### src/fsmm_ram.sv
`timescale 1ns / 1ps
`default_nettype none

module fsmm_ram #(
  parameter int WIDTH = 64,
  parameter int DEPTH = 64
) (
  input  wire logic                     clk,
  input  wire logic                     we,
  input  wire logic [$clog2(DEPTH)-1:0] waddr,
  input  wire logic [WIDTH-1:0]         wdata,
  input  wire logic                     re,
  input  wire logic [$clog2(DEPTH)-1:0] raddr,
  output logic      [WIDTH-1:0]         rdata
);

  logic [WIDTH-1:0] mem [DEPTH];

  always_ff @(posedge clk) begin
    if (we) begin
      mem[waddr] <= wdata;
    end
    if (re) begin
      rdata <= mem[raddr];
    end
  end

endmodule

`default_nettype wire

### config.mk
export PLATFORM = sky130hd
export DESIGN_NAME = fsmm_ram
export DESIGN_NICKNAME = d
export VERILOG_FILES = /design/src/fsmm_ram.sv
export SDC_FILE = /design/constraint.sdc
export NUM_CORES = 2
export LEC_CHECK = 0
export ABC_CLOCK_PERIOD_IN_PS = 10700
export BUFFER_PORTS_ARGS = -buffer_cell sky130_fd_sc_hd__buf_2
export CAP_MARGIN = 15
export CORE_ASPECT_RATIO = 0.6
export CORE_MARGIN = 2
export CORE_UTILIZATION = 30
export CTS_CLUSTER_DIAMETER = 150
export DETAILED_ROUTE_END_ITERATION = 8
export PLACE_DENSITY = 0.5
export SYNTH_ARGS = -nofsm -noshare
export SYNTH_HDL_FRONTEND = slang
export SYNTH_SLANG_ARGS = --single-unit
### constraint.sdc
create_clock -name clk -period 10.7 [get_ports clk]
set_input_delay 0.535 -clock clk [delete_from_list [all_inputs] [get_ports clk]]
set_output_delay 0.535 -clock clk [all_outputs]
set_load 0.02 [all_outputs]
==> flow_metrics.env <==
export IMPL_r2r_end="rdata[43]$_DFFE_PP_"
export IMPL_clk_pin_slew_ns=0.06
export IMPL_grt_overflow_total=0
export IMPL_cts_sink_count=4160
export IMPL_die_area_sq_um=529000
export IMPL_grt_max_degree=111
export IMPL_antenna_found_initial=72
export IMPL_yosysTopAreaCell="edfxtp_1"
export IMPL_multi_input_area_sq_um=30800
export IMPL_synth_top_area_share_pct=79.6
export IMPL_worstSetupPathType="primary input to flop"
export IMPL_syn2layout_area_growth_pct=14.7
export IMPL_cap_violations=0
export IMPL_arrival_ns=4.23
export IMPL_ant_nets=0
export IMPL_cts_hold_buf=0
export IMPL_avgRoutedWirePerCell_um=35.4
export IMPL_peakVddDrop_mv=0.140
export IMPL_syn_area_sq_um=157000
export IMPL_synth_flop_cell="edfxtp_1"
export IMPL_core_sq_um=520000
export IMPL_power_leakage_uw=0.0547
export IMPL_outcome="completed"
export IMPL_post_route_period_util_pct=34.4
export IMPL_htreeDepth=5
export IMPL_grt_pass1_vias=75000
export IMPL_drt_total_wl_um=506000
export IMPL_slew_headroom_pct=15.3
export IMPL_synth_seq_cells=4160
export IMPL_synthTopCellsByCount="4160 x edfxtp_1, 1024 x mux4_2, 170 x buf_2, 168 x a22oi_1, 140 x clkbuf_1"
export IMPL_clock_skew_ns=0.0541
export IMPL_route_detailed_drc=0
export IMPL_place_gp_congestion=0.761
export IMPL_synth_avg_cell_area_sq_um=23.8
export IMPL_clk_latency_ns=0.99
export IMPL_reg2reg_slack_ns=8.37
export IMPL_drt_iter0_markers=11900
export IMPL_hp_class="primary input to flop"
export IMPL_crit_required_ns=11.25
export IMPL_rows=205
export IMPL_seqCellArea_sq_um=125000
export IMPL_synthTopCellsByArea="edfxtp_1 80%, mux4_2 15%, mux2i_1 0.86%"
export IMPL_layout_drive_gt1_share_pct=28.0
export IMPL_cts_tree="built"
export IMPL_min_to="mem[6][47]$_DFFE_PP_"
export IMPL_firstDrtPassIters=6
export IMPL_initial_core_util_pct=30.2
export IMPL_hold_viol_final=0
export IMPL_rr_startpoint="mem[31][43]$_DFFE_PP_"
export IMPL_portBuffers=142
export IMPL_grt_pass1_wl_um=675000
export IMPL_r2r_cells=4
export IMPL_nFillCells=47700
export IMPL_vias=77300
export IMPL_synth_most_common_cell="edfxtp_1"
export IMPL_vias_per_cell=5.42
export IMPL_cts_resized=0
export IMPL_synth_edf_count=4160
export IMPL_cts_made_buffers=375
export IMPL_min_path_cells=1
export IMPL_rsz0062_at_grt="false"
export IMPL_root_buffer="clkbuf_16"
export IMPL_fin_util_pct=34.6
export IMPL_die_h_um=564
export IMPL_synth_yosys_seq_area_share_pct=79.6
export IMPL_holdCritStartpoint="wdata[47]"
export IMPL_powerDensity_nw_per_um2=186
export IMPL_ys_warn_count=0
export IMPL_async_reset_ff_share_pct=0
export IMPL_dpl_hpwl_um=277000
export IMPL_grtUsageTotal_pct=18.6
export IMPL_slew_viol_final=0
export IMPL_tightest_slew_ns=1.27
export IMPL_ios=143
export IMPL_die_w_um=938
export IMPL_synthCells=6598
export IMPL_fin_crit_ns=3.68
export IMPL_endpoint_kind="flop"
export IMPL_fmax_mhz=272
export IMPL_synth_nets=6677
export IMPL_start_kind="primary input"
export IMPL_clockBufferDepth=4
export IMPL_crit_fanout=28
export IMPL_setup_tns_ns=0
export IMPL_synth_cell_types=32
export IMPL_final_nets=7097
export IMPL_postCtsSetupBuffers=0
export IMPL_setup_violations=0
-- critical path, stage by stage --
cell     delay, ns
buf_2         0.28
nor2b_1       0.28
nand3_1       0.62
nor2_4        1.05
buf_4         0.62
buf_4         0.69
-- layer usage --
| metal | up-vias | track usage [%] | routed length, um |
|---|---|---|---|
| met5 | - | 0 | 229 |
| met4 | 34 | 3.44 | 9530 |
| met3 | 613 | 4.56 | 52800 |
| met2 | 4266 | 26.2 | 213000 |
| met1 | 43000 | 29.3 | 230000 |
| li1 | 29400 | - | - |
-- how the worst max path moves through the flow --
stage | from | end | slack (ns)
2_1_floorplan | waddr[3] | mem[48][0]$_DFFE_PP_ | 4.73
3_3_place_gp | raddr[0] | rdata[49]$_DFFE_PP_ | 6.07
3_5_place_dp | raddr[0] | rdata[4]$_DFFE_PP_ | 6.06
4_1_cts | waddr[2] | mem[37][55]$_DFFE_PP_ | 7.11
5_1_grt | raddr[0] | rdata[51]$_DFFE_PP_ | 6.79
6_report | waddr[2] | mem[37][55]$_DFFE_PP_ | 7.02
-- report_power, final --
part           leakage [uW]  switching (uW)  internal [uW]
logic                0.0114            1080            576
clock network       0.00586            6160           7520
registers            0.0375            86.8          18100
-- stage by stage --
stage	instance area, sq um	hold slack, ns	std cells	setup WS, ns	total power [uW]
2_1_floorplan	157000	0.634	6598	4.73	19300
3_3_place_gp	167000	0.918	13500	6.07	20100
3_5_place_dp	167000	0.907	13500	6.06	20200
4_1_cts	179000	0.00462	14200	7.11	33700
5_1_grt	180000	0.0281	14200	6.79	34400
6_report	180000	0.0423	14300	7.02	33500
-- logic make-up after synthesis --
logic type             synth area share (%)
AOI/OAI and AO/OA                      2.47
and+or+nand+nor                        1.23
DFF                                    79.6
muxes                                  15.6
buffers and inverters                  1.18
-- state kept, by name, summed over array words and instances, names as in the netlist --
signal / flops
mem: 4096
rdata: 64
-- final cells by class --
class,count,share of cell area (%)
antenna,19,0.0264
clock buffer,448,5.44
clock inverter,224,1.26
inverter,19,0.0396
multi-input combinational,2049,17.1
sequential,4160,69.4
tap,6934,4.82
timing repair buffer,413,1.94
-- placed cells by master (no fill, tap or decap), drive strengths merged --
cell | netlist | layout
clkinvlp | 0 | 20
nand4 | 2 | 2
nor2 | 112 | 112
inv | 19 | 36
nand2 | 58 | 58
a2bb2oi | 19 | 19
a22o | 88 | 88
a41oi | 26 | 26
mux4 | 1024 | 1024
a22oi | 168 | 168
edfxtp | 4160 | 4160
clkinv | 0 | 147
nand2b | 11 | 11
bufinv | 0 | 40
and3 | 64 | 64
dlygate4sd3 | 0 | 23
and2 | 3 | 3
nand3 | 45 | 45
a31o | 1 | 1
or2 | 28 | 28
o22ai | 83 | 83
o221ai | 38 | 38
or3 | 29 | 29
buf | 230 | 390
clkbuf | 140 | 448
nor2b | 28 | 28
or3b | 1 | 1
nand3b | 2 | 2
a211oi | 63 | 63
diode | 0 | 19
nand4b | 1 | 1
a31oi | 18 | 18
mux2i | 135 | 135
nor3 | 2 | 2
Power figures use the tool's default switching activity.
